==> src/hw/rtl/assert_macros.svh <==
// Assertion helpers used by the deframer core.
// Each macro expects a clock named clk and an active-low reset named rst_n in scope.
`ifndef ASSERT_MACROS_SVH
`define ASSERT_MACROS_SVH

// Same-cycle implication.
`define ASSERT_IMPLY(lbl, ante, cons) \
    lbl: assert property (@(posedge clk) disable iff (!rst_n) (ante) |-> (cons)) \
        else $error("assertion failed: same-cycle implication");

// Next-cycle implication.
`define ASSERT_NEXT(lbl, ante, cons) \
    lbl: assert property (@(posedge clk) disable iff (!rst_n) (ante) |=> (cons)) \
        else $error("assertion failed: next-cycle implication");

`endif

==> src/hw/rtl/pfd_pkg.sv <==
// ---------------------------------------------------------------------------
// pfd_pkg
// Types and constants of the pose frame deframer.
// ---------------------------------------------------------------------------
package pfd_pkg;

    localparam int FRAME_BYTES = 28;
    localparam int BURST_LIMIT = 32;
    localparam int CNT_W       = $clog2(BURST_LIMIT + 1);

    localparam logic [7:0] HDR0  = 8'h0D;
    localparam logic [7:0] HDR1  = 8'h0A;
    localparam logic [7:0] TAIL0 = 8'h0A;
    localparam logic [7:0] TAIL1 = 8'h0D;

    localparam logic       CMD_BYTE = 1'b0;
    localparam logic       CMD_IDLE = 1'b1;

    // Magnitudes of 135.0 and infinity, and exponent and mantissa of 360.0, as single precision fields.
    localparam logic [30:0] MAG_135  = 31'h43070000;
    localparam logic [30:0] MAG_INF  = 31'h7F800000;
    localparam logic [7:0]  EXP_360  = 8'd135;
    localparam logic [23:0] MANT_360 = 24'hB40000;

    typedef struct packed {
        logic       command;
        logic [7:0] rx_byte;
    } in_item_t;

    typedef struct packed {
        logic [31:0] yaw_bits;
        logic [31:0] pitch_bits;
        logic [31:0] roll_bits;
        logic [31:0] pos_x_bits;
        logic [31:0] pos_y_bits;
        logic [31:0] rate_z_bits;
        logic        tail_ok;
    } out_item_t;

endpackage

==> src/hw/rtl/pose_frame_deframer_core.sv <==
// ---------------------------------------------------------------------------
// pose_frame_deframer_core
// Deframes fixed-length pose frames from a UART byte stream.
// ---------------------------------------------------------------------------
// The block takes one request per cycle: a received byte or a line-idle event.
// Bytes shift into a chain of 28 byte cells while the burst count is below
// 28. An idle event after exactly 28 bytes with header 0x0D 0x0A sends the
// frame into a five-stage single-precision pipeline that wraps finite yaw
// values below -135.0 by adding 360.0. Input is refused only while all five
// pipeline stages are full and the output is not taken.
`include "assert_macros.svh"

module pose_frame_deframer_core (
    input  logic               clk,
    input  logic               rst_n,
    input  logic               in_valid,
    output logic               in_ready,
    input  pfd_pkg::in_item_t  in_data,
    output logic               out_valid,
    input  logic               out_ready,
    output pfd_pkg::out_item_t out_data
);
    import pfd_pkg::*;

    logic [CNT_W-1:0] count_reg;
    logic [CNT_W-1:0] count_next;
    logic             in_fire;
    logic             shift_en;
    logic [7:0]       cell_q [FRAME_BYTES];
    logic [7:0]       fb     [FRAME_BYTES];
    logic             frame_good;
    logic             pipe_ready;
    out_item_t        frame_item;

    assign in_fire  = in_valid && in_ready;
    assign shift_en = in_fire && (in_data.command == CMD_BYTE)
                      && (count_reg < CNT_W'(FRAME_BYTES));

    for (genvar i = 0; i < FRAME_BYTES; i++)
    begin : g_cell
        pfd_byte_cell u_cell (
            .clk      (clk),
            .shift_en (shift_en),
            .data_in  ((i == 0) ? in_data.rx_byte : cell_q[(i == 0) ? 0 : i - 1]),
            .data_out (cell_q[i])
        );
        // The first byte of the burst has travelled to the far end of the chain.
        assign fb[i] = cell_q[FRAME_BYTES - 1 - i];
    end

    always_comb
    begin
        count_next = count_reg;
        if (in_fire)
        begin
            if (in_data.command == CMD_IDLE)
            begin
                count_next = '0;
            end
            else if (count_reg < CNT_W'(BURST_LIMIT))
            begin
                count_next = count_reg + CNT_W'(1);
            end
        end
    end

    always_ff @(posedge clk or negedge rst_n)
    begin
        if (!rst_n)
        begin
            count_reg <= '0;
        end
        else
        begin
            count_reg <= count_next;
        end
    end

    always_comb
    begin
        frame_good = (in_data.command == CMD_IDLE) && (count_reg == CNT_W'(FRAME_BYTES))
                     && (fb[0] == HDR0) && (fb[1] == HDR1);
        frame_item.yaw_bits    = {fb[5],  fb[4],  fb[3],  fb[2]};
        frame_item.pitch_bits  = {fb[9],  fb[8],  fb[7],  fb[6]};
        frame_item.roll_bits   = {fb[13], fb[12], fb[11], fb[10]};
        frame_item.pos_x_bits  = {fb[17], fb[16], fb[15], fb[14]};
        frame_item.pos_y_bits  = {fb[21], fb[20], fb[19], fb[18]};
        frame_item.rate_z_bits = {fb[25], fb[24], fb[23], fb[22]};
        frame_item.tail_ok     = (fb[26] == TAIL0) && (fb[27] == TAIL1);
    end

    pfd_wrap_pipe u_pipe (
        .clk       (clk),
        .rst_n     (rst_n),
        .in_valid  (in_valid && frame_good),
        .in_ready  (pipe_ready),
        .in_data   (frame_item),
        .out_valid (out_valid),
        .out_ready (out_ready),
        .out_data  (out_data)
    );

    assign in_ready = pipe_ready;

    `ASSERT_IMPLY(a_stall_only_when_blocked, !in_ready, out_valid && !out_ready)
    `ASSERT_NEXT(a_idle_clears_count, in_fire && (in_data.command == CMD_IDLE), count_reg == '0)
    `ASSERT_NEXT(a_byte_counts, shift_en, count_reg == $past(count_reg) + CNT_W'(1))
endmodule

==> src/hw/rtl/pfd_byte_cell.sv <==
// ---------------------------------------------------------------------------
// pfd_byte_cell
// One byte of the frame shift chain; loads its neighbor's byte on a shift.
// ---------------------------------------------------------------------------
module pfd_byte_cell (
    input  logic       clk,
    input  logic       shift_en,
    input  logic [7:0] data_in,
    output logic [7:0] data_out
);
    logic [7:0] byte_reg;
    logic [7:0] byte_next;

    always_comb
    begin
        byte_next = shift_en ? data_in : byte_reg;
    end

    always_ff @(posedge clk)
    begin
        byte_reg <= byte_next;
    end

    assign data_out = byte_reg;
endmodule

==> src/hw/rtl/pfd_wrap_pipe.sv <==
// ---------------------------------------------------------------------------
// pfd_wrap_pipe
// Five-stage elastic pipeline that adds 360.0 to finite yaw values below -135.0.
// ---------------------------------------------------------------------------
module pfd_wrap_pipe (
    input  logic              clk,
    input  logic              rst_n,
    input  logic              in_valid,
    output logic              in_ready,
    input  pfd_pkg::out_item_t in_data,
    output logic              out_valid,
    input  logic              out_ready,
    output pfd_pkg::out_item_t out_data
);
    import pfd_pkg::*;

    logic [4:0] vld_reg;
    logic [4:0] vld_next;
    logic [4:0] adv;
    out_item_t  pay_reg [5];

    // Stage 2: ordered operands.
    logic        wrap2_reg, inf2_reg, sign2_reg;
    logic [23:0] big2_reg;
    logic [26:0] small2_reg;
    logic [7:0]  exp2_reg;
    // Stage 3: difference.
    logic        wrap3_reg, inf3_reg, sign3_reg;
    logic [26:0] diff3_reg;
    logic [7:0]  exp3_reg;
    // Stage 4: leading zero count.
    logic        wrap4_reg, inf4_reg, sign4_reg, zero4_reg;
    logic [26:0] diff4_reg;
    logic [7:0]  exp4_reg;
    logic [4:0]  lzc4_reg;

    // Handshake: a stage moves when it is empty or the next one moves.
    always_comb
    begin
        adv[4] = !vld_reg[4] || out_ready;
        for (int i = 3; i >= 0; i--)
        begin
            adv[i] = !vld_reg[i] || adv[i+1];
        end
        vld_next[0] = adv[0] ? in_valid : vld_reg[0];
        for (int i = 1; i < 5; i++)
        begin
            vld_next[i] = adv[i] ? vld_reg[i-1] : vld_reg[i];
        end
    end

    always_ff @(posedge clk or negedge rst_n)
    begin
        if (!rst_n)
        begin
            vld_reg <= '0;
        end
        else
        begin
            vld_reg <= vld_next;
        end
    end

    always_ff @(posedge clk)
    begin
        if (adv[0])
        begin
            pay_reg[0] <= in_data;
        end
        for (int i = 1; i < 5; i++)
        begin
            if (adv[i])
            begin
                pay_reg[i] <= pay_reg[i-1];
            end
        end
    end

    // Stage 2 logic: order magnitudes of |yaw| and 360, align the smaller.
    logic [31:0] y1;
    logic [7:0]  ea;
    logic [23:0] ma;
    logic        a_big;
    logic [23:0] big_m, small_m;
    logic [7:0]  big_e, align_sh;
    logic [26:0] ext, shifted, lost_mask;
    logic        sticky;

    always_comb
    begin
        y1    = pay_reg[0].yaw_bits;
        ea    = y1[30:23];
        ma    = {1'b1, y1[22:0]};
        a_big = (ea > EXP_360) || ((ea == EXP_360) && (ma >= MANT_360));
        if (a_big)
        begin
            big_m    = ma;
            big_e    = ea;
            small_m  = MANT_360;
            align_sh = ea - EXP_360;
        end
        else
        begin
            big_m    = MANT_360;
            big_e    = EXP_360;
            small_m  = ma;
            align_sh = EXP_360 - ea;
        end
        ext = {small_m, 3'b000};
        if (align_sh >= 8'd27)
        begin
            shifted = '0;
            sticky  = 1'b1;
        end
        else
        begin
            shifted   = ext >> align_sh[4:0];
            lost_mask = (27'd1 << align_sh[4:0]) - 27'd1;
            sticky    = |(ext & lost_mask);
        end
        if (align_sh < 8'd27)
        begin
            lost_mask = (27'd1 << align_sh[4:0]) - 27'd1;
        end
        else
        begin
            lost_mask = '1;
        end
    end

    always_ff @(posedge clk)
    begin
        if (adv[1])
        begin
            wrap2_reg  <= y1[31] && (y1[30:0] > MAG_135) && (y1[30:0] <= MAG_INF);
            inf2_reg   <= (ea == 8'hFF);
            sign2_reg  <= a_big;
            big2_reg   <= big_m;
            small2_reg <= {shifted[26:1], shifted[0] | sticky};
            exp2_reg   <= big_e;
        end
        if (adv[2])
        begin
            wrap3_reg <= wrap2_reg;
            inf3_reg  <= inf2_reg;
            sign3_reg <= sign2_reg;
            diff3_reg <= {big2_reg, 3'b000} - small2_reg;
            exp3_reg  <= exp2_reg;
        end
    end

    // Stage 4 logic: priority encoder on the difference.
    logic [4:0] lzc;
    always_comb
    begin
        lzc = 5'd0;
        for (int i = 0; i < 27; i++)
        begin
            if (diff3_reg[i])
            begin
                lzc = 5'(26 - i);
            end
        end
    end

    always_ff @(posedge clk)
    begin
        if (adv[3])
        begin
            wrap4_reg <= wrap3_reg;
            inf4_reg  <= inf3_reg;
            sign4_reg <= sign3_reg;
            zero4_reg <= (diff3_reg == '0);
            diff4_reg <= diff3_reg;
            exp4_reg  <= exp3_reg;
            lzc4_reg  <= lzc;
        end
    end

    // Stage 5 logic: normalize and round to nearest even.
    logic [26:0] norm;
    logic        round_up;
    logic [24:0] mant_r;
    logic [7:0]  exp_r;
    logic [31:0] sum_bits;
    logic [31:0] yaw_out;

    always_comb
    begin
        norm     = diff4_reg << lzc4_reg;
        round_up = norm[2] && (norm[1] || norm[0] || norm[3]);
        mant_r   = {1'b0, norm[26:3]} + {24'd0, round_up};
        if (mant_r[24])
        begin
            exp_r    = exp4_reg - {3'd0, lzc4_reg} + 8'd1;
            sum_bits = {sign4_reg, exp_r, 23'd0};
        end
        else
        begin
            exp_r    = exp4_reg - {3'd0, lzc4_reg};
            sum_bits = {sign4_reg, exp_r, mant_r[22:0]};
        end
        if (!wrap4_reg || inf4_reg)
        begin
            yaw_out = pay_reg[3].yaw_bits;
        end
        else if (zero4_reg)
        begin
            yaw_out = 32'd0;
        end
        else
        begin
            yaw_out = sum_bits;
        end
    end

    logic [31:0] yaw5_reg;
    always_ff @(posedge clk)
    begin
        if (adv[4])
        begin
            yaw5_reg <= yaw_out;
        end
    end

    always_comb
    begin
        out_data          = pay_reg[4];
        out_data.yaw_bits = yaw5_reg;
    end

    assign in_ready  = adv[0];
    assign out_valid = vld_reg[4];
endmodule
==> config.mk <==
export PLATFORM = sky130hd
export DESIGN_NAME = pose_frame_deframer_core
export DESIGN_NICKNAME = d
export VERILOG_FILES = /design/src/hw/rtl/pfd_pkg.sv /design/src/hw/rtl/pose_frame_deframer_core.sv /design/src/hw/rtl/pfd_byte_cell.sv /design/src/hw/rtl/pfd_wrap_pipe.sv
export VERILOG_INCLUDE_DIRS = /design/src /design/src/hw/rtl
export SDC_FILE = /design/constraint.sdc
export NUM_CORES = 1
export LEC_CHECK = 0
export BUFFER_PORTS_ARGS = -buffer_cell sky130_fd_sc_hd__buf_4
export CAP_MARGIN = 30
export CORE_MARGIN = 5
export CORE_UTILIZATION = 50
export CTS_CLUSTER_SIZE = 25
export DETAILED_ROUTE_END_ITERATION = 10
export PLACE_DENSITY = 0.77
export SYNTH_ARGS = -nofsm -noshare
export SYNTH_HDL_FRONTEND = slang
export SYNTH_HIERARCHICAL = 1
export SYNTH_SLANG_ARGS = --single-unit
==> constraint.sdc <==
create_clock -name clk -period 28.1 [get_ports clk]
set_clock_uncertainty 0.15 [all_clocks]
set_input_delay 2.81 -clock clk [delete_from_list [all_inputs] [get_ports clk]]
set_output_delay 2.81 -clock clk [all_outputs]
set_load 0.005 [all_outputs]
# Word level (Yosys, flattened, before mapping)
# Memories as Yosys holds them, arrays and structs flattened.
# Cells that the tools add are included.
[totals]
reg_bits = 411
latch_bits = 0
ram_bits = 965
romBits = 0
input_bits = 13
output_inout_bits = 195
memories = 1
[classes]
addsub = 8
multipliers = 0
n_div = 0
magnitude_cmp = 7
eq_ne = 7
shifts = 3
muxes = 45
n_bitwise = 3
reduce_logical = 35
[memory_table]
columns = ["memory", "words", "word_bits", "rd", "rd_clocked_by_memory_dff", "wr", "line_no", "source"]
rows = [
  ["u_pipe.pay_reg", 5, 193, 5, 0, 5, "pfd_wrap_pipe.sv:20", "out_item_t pay_reg [5];"],
]
[ops]
columns = ["operator", "n"]
rows = [
  ["$mux W32", 2],
  ["$mux W5", 11],
  ["$eq A8 B4 Y1 const B", 4],
  ["$mux W4", 8],
  ["$gt A31 B31 Y1 const B", 1],
  ["$le A31 B31 Y1 const B", 1],
  ["$mux W31", 1],
  ["$and A27 B27 Y27", 1],
  ["$logic_not A27 Y1", 1],
  ["$reduce_or A27 Y1", 1],
  ["$shl A1 B5 Y27 const A", 1],
  ["$shl A27 B5 Y27", 1],
  ["$shr A27 B5 Y27", 1],
  ["$sub A27 B1 Y27 const B", 1],
  ["$sub A27 B27 Y27", 1],
  ["$add A24 B1 Y25", 1],
  ["$ge A24 B24 Y1 const B", 1],
  ["$mux W23", 1],
  ["$eq A8 B8 Y1 const B", 2],
  ["$reduce_or A16 Y1", 1],
  ["$mux W1", 13],
  ["$logic_and A1 B1 Y1", 12],
  ["$mux W3", 4],
  ["$mux W6", 2],
  ["21 further kinds", 35],
]

# Logic depth before layout (Yosys ltp)
# Gate-level depths: netlist of the first run.
[depth]
depth_word = 26
ltp_mapped = 16

# Hierarchy
# The synthesis of the first run kept the hierarchy.
[by_module_without_submodules]
columns = ["mod", "instances", "cells_each", "area_per_inst_um2", "seq_area_each_um2"]
rows = [
  ["pfd_wrap_pipe", 1, 2069, 39994.6, 33397.0],
  ["pfd_byte_cell", 28, 8, 240.2, 240.2],
  ["pose_frame_deframer_core", 1, 50, 457.9, 150.1],
]

# Worst setup path after synthesis of the first run
# OpenSTA, ideal clock, no wires.
[synth_path]
kind = "input to register"
from = "input out_ready"
to = "register g_cell[0].u_cell.byte_reg[0], enable pin"
arrival_ns = 23.870
path_slack_ns = 3.268
path_stages = 7
cell_sequence = "nor2b_1 -> nand4_1 -> inv_1 -> nand2_1 -> nand2_1 -> or3_1 -> nor2_1"
[synth_via]
elab_chain_len = 8
[synth_rtl]
columns = ["item", "line_no", "source"]
rows = [
  ["start, declared", "pose_frame_deframer_core.sv:20", "input logic out_ready,"],
  ["$logic_or A1 B1 Y1", "pfd_wrap_pipe.sv:40", "adv[4] = !vld_reg[4] || out_ready;"],
  ["$logic_or A1 B1 Y1 (3 in a row)", "pfd_wrap_pipe.sv:43", "adv[i] = !vld_reg[i] || adv[i+1];"],
  ["via u_pipe.adv[1]", "pfd_wrap_pipe.sv:19", "logic [4:0] adv;"],
  ["$logic_or A1 B1 Y1", "pfd_wrap_pipe.sv:43", ""],
  ["via in_ready", "pose_frame_deframer_core.sv:17", "output logic in_ready,"],
  ["$logic_and A1 B1 Y1", "pose_frame_deframer_core.sv:35", "assign in_fire = in_valid && in_ready;"],
  ["$logic_and A1 B1 Y1", "pose_frame_deframer_core.sv:36", "assign shift_en = in_fire && (in_data.command == CMD_BYTE)"],
  ["$logic_and A1 B1 Y1", "pose_frame_deframer_core.sv:37", "&& (count_reg < CNT_W'(FRAME_BYTES));"],
  ["via shift_en", "pose_frame_deframer_core.sv:28", "logic shift_en;"],
  ["end signal, assigned", "pfd_byte_cell.sv:21", "byte_reg <= byte_next;"],
  ["end, declared", "pfd_byte_cell.sv:11", "logic [7:0] byte_reg;"],
]
# The timed path passes the listed nets, and every way through them passes these cells.
# A chain may end at the register's enable or synchronous reset.

# Final worst setup path of the first run
[layout_path]
from = "input out_ready"
to = "register g_cell[6].u_cell.byte_reg[0], enable pin"
[layout_via]
elab_chain_len = 8
[layout_rtl]
columns = ["item", "line_no"]
rows = [
  ["$logic_or A1 B1 Y1", "pfd_wrap_pipe.sv:40"],
  ["$logic_or A1 B1 Y1 (3 in a row)", "pfd_wrap_pipe.sv:43"],
  ["via u_pipe.adv[1]", "pfd_wrap_pipe.sv:19"],
  ["$logic_or A1 B1 Y1", "pfd_wrap_pipe.sv:43"],
  ["$logic_and A1 B1 Y1", "pose_frame_deframer_core.sv:35"],
  ["$logic_and A1 B1 Y1", "pose_frame_deframer_core.sv:36"],
  ["$logic_and A1 B1 Y1", "pose_frame_deframer_core.sv:37"],
  ["via shift_en", "pose_frame_deframer_core.sv:28"],
  ["end signal, assigned", "pfd_byte_cell.sv:21"],
  ["end, declared", "pfd_byte_cell.sv:11"],
]
# The timed path passes the listed nets, and every way through them passes these cells.

==> results of run 1 <==
[routing by layer]
layer / global-route usage [%] / routed length, µm
met1: 24.2 / 36300
met2: 29.8 / 45000
met3: 4.31 / 6860
met4: 4.85 / 2250
met5: 0 / 0
[logic make-up after synthesis]
kind of cell	Yosys count	synth area share, %
DFF	1343	85.4
and+or+nand+nor	401	4.39
AOI/OAI and AO/OA	294	4.20
buffers and inverters	122	1.15
muxes	87	2.81
xor gates and xnor gates	57	1.06
adders and majority gates	38	1.02
other	1	0.00795
[placed cells by master (no fill, tap or decap), types with 14 or more instances in the layout]
master and instances:
clkbuf_1 25, nand2b_1 19, nor3_1 24, clkinv_1 37
a31oi_1 15, edfxtp_1 1332, clkinv_2 22, nand3_1 35
a22o_1 28, mux2i_1 41, ha_1 37, clkbuf_16 120
o21ai_0 52, nand2_1 95, nor2_1 97, and2_1 25
inv_1 58, xor2_1 23, mux4_2 30, a21oi_1 73
buf_4 235, a211oi_1 14, nor4_1 20, nor2b_1 18
xnor2_1 32
[worst max-delay path, stage by stage]
cell and delay, ns:
buf_4 0.08, nor2b_1 0.05, buf_4 0.18, nand4_1 0.15, inv_1 0.10, nand2_4 0.48, nand2_1 0.36, or3_1 0.47
nor2_4 0.56, buf_4 0.83, buf_4 0.74, buf_4 0.38, buf_16 0.35
[area by class of cell]
type / instances / area [µm²] / share of cell area [%]
Clock inverter: 81 / 717 / 1.32
Sequential cell: 1343 / 40300 / 74.2
Tap cell: 1254 / 1570 / 2.89
Clock buffer: 145 / 3100 / 5.71
Inverter: 62 / 240 / 0.443
Timing Repair Buffer: 243 / 1930 / 3.56
Multi-Input combinational cell: 878 / 6430 / 11.8
[power groups by stage]
stage                     sequential (mW)  clock (mW)  combinational (mW)
after floorplan                      2.36           0               0.147
after global placement               2.37           0               0.214
after detailed placement             2.38           0               0.218
after CTS                            2.34        1.61               0.220
after global routing                 2.35        1.71               0.239
final                                2.34        1.57               0.220
[how the worst max path moves through the flow]
stage / slack [ns] / from / end / cells after the start
after floorplan: 3.27 / out_ready / g_cell[0].u_cell/data_out[0] / 7
after global placement: 20.00 / out_ready / g_cell[10].u_cell/data_out[5] / 12
after detailed placement: 19.66 / out_ready / g_cell[11].u_cell/data_out[5] / 12
after CTS: 20.34 / out_ready / g_cell[3].u_cell/data_out[7] / 12
after global routing: 20.35 / out_ready / g_cell[3].u_cell/data_out[7] / 13
final: 20.62 / out_ready / g_cell[6].u_cell/data_out[0] / 13
==> flow_metrics.env, run 1 <==
export IMPL_grt_overflow=0
export IMPL_synth_nets=2394
export IMPL_fmax_ghz=0.134
export IMPL_p_int_mw=3.25
export IMPL_antenna_found_initial=0
export IMPL_fill_cells=6652
export IMPL_place_congestion=0.913
export IMPL_dieArea_mm2=0.101
export IMPL_via_per_inst=5.48
export IMPL_hold_depth=0
export IMPL_cp_start_kind="primary input"
export IMPL_fin_crit_sh_pct=26.6
export IMPL_placed_area_mm2=0.0503
export IMPL_whs_endpoint="u_pipe/exp4_reg[6]"
export IMPL_yosys_warnings=6
export IMPL_cp_max_fo=66
export IMPL_switchingPower_mw=0.880
export IMPL_synth_seq_cells=1343
export IMPL_vdd_drop_max_v=0.0000549
export IMPL_die_x_um=317
export IMPL_yosysMostFrequentCell="edfxtp_1"
export IMPL_initial_core_util_pct=50.5
export IMPL_leakagePower_nw=19.7
export IMPL_rsz0062_at_grt="false"
export IMPL_ys_seq_area_share_pct=85.4
export IMPL_synth_flop_cell="edfxtp_1"
export IMPL_cts_hold_buf=0
export IMPL_worstMarginPinSlew_ns=1.02
export IMPL_cts_path_max_buffers=3
export IMPL_seqPwrFrac_pct=56.6
export IMPL_grt_pass1_wl_um=138000
export IMPL_hold_path_class="reg -> reg"
export IMPL_first_pass_iters=5
export IMPL_cts_tree="built"
export IMPL_ctsRootBufferMaster="clkbuf_16"
export IMPL_reg2reg_slack_ns=22.32
export IMPL_clkLatencyLatePin_ns=0.71
export IMPL_whs_ns=0.253
export IMPL_final_core_util_pct=58.0
export IMPL_post_dp_hpwl_um=54900
export IMPL_place_inst=3775
export IMPL_r2r_end="g_cell[6].u_cell/data_out[0]"
export IMPL_yosys_top_cells_count="edfxtp_1 (1332), nor2_1 (98), nand2_1 (97), a21oi_1 (73), inv_1 (59)"
export IMPL_synth_top_area_cell="edfxtp_1"
export IMPL_synth_top_area_share_pct=84.8
export IMPL_place_port_buffers=207
export IMPL_hold_start="u_pipe/exp3_reg[6]"
export IMPL_swShare_pct=21.3
export IMPL_grt_max_degree=139
export IMPL_track_usage_pct=17.9
export IMPL_clk_pin_slew_ns=0.06
export IMPL_core_region_area_mm2=0.0935
export IMPL_drt_wl_total_um=90400
export IMPL_cts_buffers=120
export IMPL_drive_gt1_share_pct=17.3
export IMPL_ant_nets=0
export IMPL_grt_pass1_vias=22500
export IMPL_htreeDepth=3
export IMPL_clockPowerShare_pct=38.1
export IMPL_detailedPlace_worstSlack_ns=19.66
export IMPL_area_delta_synth_final_pct=15.0
export IMPL_num_nets_final=2699
export IMPL_synth_enable_flop_cells=1332
export IMPL_wl_per_cell_um=22.6
export IMPL_power_total_mw=4.13
export IMPL_pwr_share_comb_pct=5.3
export IMPL_cp_arrival_ns=7.69
export IMPL_finalHoldViolations=0
export IMPL_finalSetupViolCount=0
export IMPL_maxCapViolCount=0
export IMPL_r2r_start="u_pipe/vld_reg[4]"
export IMPL_async_flop_share_pct=0.819
export IMPL_vias=21900
export IMPL_slew_headroom_pct=30.3
export IMPL_cp_required_ns=28.30
export IMPL_slew_viol_final=0
export IMPL_synth_area_leaders="edfxtp_1 (85%), mux4_2 (1.4%), ha_1 (0.98%)"
export IMPL_cts_repair_resized=0
export IMPL_num_rows=112
export IMPL_ys_types=88
export IMPL_ff2ff_path_depth=12
export IMPL_layout_min_cycle_time_ns=7.48
export IMPL_drc=0
export IMPL_largest_reg_flops=933
export IMPL_pin_count=208
export IMPL_num_antenna_cells=0
export IMPL_netlist_instances=2343
export IMPL_critical_path_class="in -> reg"
export IMPL_power_per_cell_area_mw_per_mm2=76.2
export IMPL_first_iter_violations=2360
export IMPL_fin_tns_setup_ns=0
export IMPL_cts_setup_buffers=0
export IMPL_final_area_mm2=0.0543
export IMPL_netlist_area_mm2=0.0472
export IMPL_avgSynthCellArea_um2=20.1
export IMPL_die_y_um=317
export IMPL_status="finished, final reports clean"
export IMPL_endpoint_kind="register"
export IMPL_cts_sinks=1343
export IMPL_fin_cells=4006
export IMPL_timing_final_ws_setup_ns=20.62
Note: power is estimated with default switching activity, not from simulation.
==> run 2, diff against run 1 <==
Clock period 28.1 ns to 7.6 ns, I/O delays scaled along.
==> run 2 against run 1 <==
  * Design area is 0.65% higher
  * Core utilization is 0.38 points higher
  * Flip-flop and latch count stayed put
  * Largest cell class unchanged
  * Critical path depth is 2 lower
  * Highest routed layer unchanged
  * Setup slack worse by 18 ns
  * Global-route usage is 0.73 points higher
  * Power grew to 3.8 times the previous value
  * Wire length is 2.9% higher
  * Count of clock-buffer cells in the layout is 23 higher
  * Sequential power grew to 3.7 times the previous value
==> flow_metrics.env, run 2 (synthesis gave the netlist of run 1 again) <==
export IMPL_num_antenna_cells=0
export IMPL_finalSetupViolCount=0
export IMPL_final_area_mm2=0.0546
export IMPL_reg2reg_slack_ns=2.12
export IMPL_grt_pass1_wl_um=142000
export IMPL_die_y_um=317
export IMPL_rsz0062_at_grt="false"
export IMPL_largest_reg_flops=933
export IMPL_slowest_stage="edfxtp_1"
export IMPL_p_int_mw=12.3
export IMPL_slew_viol_final=0
export IMPL_dieArea_mm2=0.101
export IMPL_clkLatencyLatePin_ns=0.74
export IMPL_cp_slowest_stage_delay_ns=0.96
export IMPL_post_dp_hpwl_um=56400
export IMPL_cp_required_ns=7.93
export IMPL_clockPowerShare_pct=39.4
export IMPL_grt_pass1_vias=22800
export IMPL_area_delta_synth_final_pct=15.7
export IMPL_final_common_cell="edfxtp_1"
export IMPL_place_inst=3774
export IMPL_final_core_util_pct=58.4
export IMPL_track_usage_pct=18.7
export IMPL_place_congestion=0.903
export IMPL_timing_final_ws_setup_ns=2.12
export IMPL_cp_max_fo=23
export IMPL_via_per_inst=5.48
export IMPL_slew_headroom_pct=25.4
export IMPL_worstMarginPinSlew_ns=1.12
export IMPL_fin_cells=4015
export IMPL_grt_overflow=0
export IMPL_num_nets_final=2711
export IMPL_fin_tns_setup_ns=0
export IMPL_initial_core_util_pct=50.5
export IMPL_ant_nets=0
export IMPL_wl_per_cell_um=23.2
export IMPL_fin_crit_sh_pct=72.1
export IMPL_critical_path_class="reg -> reg"
export IMPL_ctsRootBufferMaster="clkbuf_16"
export IMPL_fmax_ghz=0.183
export IMPL_core_region_area_mm2=0.0935
export IMPL_drt_wl_total_um=93000
export IMPL_status="finished, final reports clean"
export IMPL_power_per_cell_area_mw_per_mm2=286
export IMPL_die_x_um=317
export IMPL_whs_ns=0.0615
export IMPL_r2r_start="u_pipe/lzc4_reg[1]"
export IMPL_place_port_buffers=207
export IMPL_finalHoldViolations=0
export IMPL_pin_count=208
export IMPL_setup_worst_path_end="u_pipe/yaw5_reg[24]"
export IMPL_detailedPlace_worstSlack_ns=2.10
export IMPL_leakagePower_nw=19.8
export IMPL_cts_path_max_buffers=3
export IMPL_first_iter_violations=2144
export IMPL_vdd_drop_max_v=0.000362
export IMPL_swShare_pct=21.5
export IMPL_worst_path_buf_inv=1
export IMPL_first_pass_iters=8
export IMPL_placed_area_mm2=0.0504
export IMPL_cp_start_kind="register"
export IMPL_path_cells="inv_1 > mux2_2 > nor4_1 > ha_1 > nor4b_4 > nand3b_2 > nor4_4 > nand4bb_1 > nor3_4 > mux2_1 > a22o_1"
export IMPL_switchingPower_mw=3.36
export IMPL_grt_max_degree=158
export IMPL_endpoint_kind="register"
export IMPL_drc=0
export IMPL_cts_repair_resized=0
export IMPL_ff2ff_path_depth=11
export IMPL_clk_pin_slew_ns=0.06
export IMPL_htreeDepth=4
export IMPL_pwr_share_comb_pct=5.3
export IMPL_seqPwrFrac_pct=55.3
export IMPL_crit_cells=11
export IMPL_power_total_mw=15.6
export IMPL_cp_arrival_ns=5.80
export IMPL_maxCapViolCount=0
export IMPL_drive_gt1_share_pct=17.5
export IMPL_layout_min_cycle_time_ns=5.48
export IMPL_r2r_end="u_pipe/yaw5_reg[24]"
export IMPL_critPathLaunch="u_pipe/lzc4_reg[1]"
export IMPL_cts_buffers=130
export IMPL_antenna_found_initial=0
export IMPL_fill_cells=6577
export IMPL_num_rows=112
export IMPL_hold_path_class="in -> reg"
export IMPL_vias=22000
export IMPL_mostFrequentLayoutCells="edfxtp_1 (1332), buf_4 (230), clkbuf_16 (131)"
export IMPL_cts_tree="built"
export IMPL_cts_sinks=1343
export IMPL_cp_top_family="simple AND/OR/NAND/NOR gates"
[run 2: cell count changes in the layout (fill, tap and decap cells not counted), moves of 2 or more]
cell / change
inv_6: +3
bufinv_16: -2
clkinv_1: -12
clkinv_8: +3
inv_16: +3
clkinv_2: -11
dlygate4sd3_1: +6
clkbuf_1: +11
buf_12: +4
nand2_8: +2
clkbuf_16: +11
buf_4: -5
buf_16: -2
[run 2: power by group through the flow]
stage               Sequential (mW)  Clock (mW)  Combinational, mW
finish                         8.66        6.16              0.829
global route                   8.69        6.66              0.894
CTS                            8.66        6.30              0.831
floorplan                      8.71           0              0.546
detailed placement             8.81           0              0.823
global placement               8.78           0              0.813
[run 2: how the worst min path moves through the flow]
stage	from	end	slack, ns	cells after the start
global route	in_data[3]	g_cell[0].u_cell/data_out[3]	0.03	1
finish	in_data[3]	g_cell[0].u_cell/data_out[3]	0.06	1
floorplan	u_pipe/exp2_reg[0]	u_pipe/exp3_reg[0]	0.25	0
CTS	in_data[3]	g_cell[0].u_cell/data_out[3]	0.007	1
global placement	u_pipe/pay_reg[0][9]	u_pipe/pay_reg[1][9]	0.25	0
detailed placement	u_pipe/exp3_reg[0]	u_pipe/exp4_reg[0]	0.25	0
[run 2: timing repair]
action,in CTS,in global routing
endpoints found under the hold margin,16,0
buffers inserted,0,0
hold buffers,6,0
[run 2: area by class of cell]
cell class	count	area, µm²	area share [%]
Sequential cell	1343	40300	73.7
Timing Repair Buffer	245	1970	3.60
Tap cell	1254	1570	2.87
Clock buffer	168	3430	6.28
Clock inverter	65	669	1.23
Multi-Input combinational cell	878	6460	11.8
Inverter	62	240	0.440
[run 2: layer usage]
metal  wire (µm)  global-route usage [%]
met5           0                       0
met2       46100                    30.7
met1       37000                    24.3
met3        7370                    5.45
met4        2530                    6.10
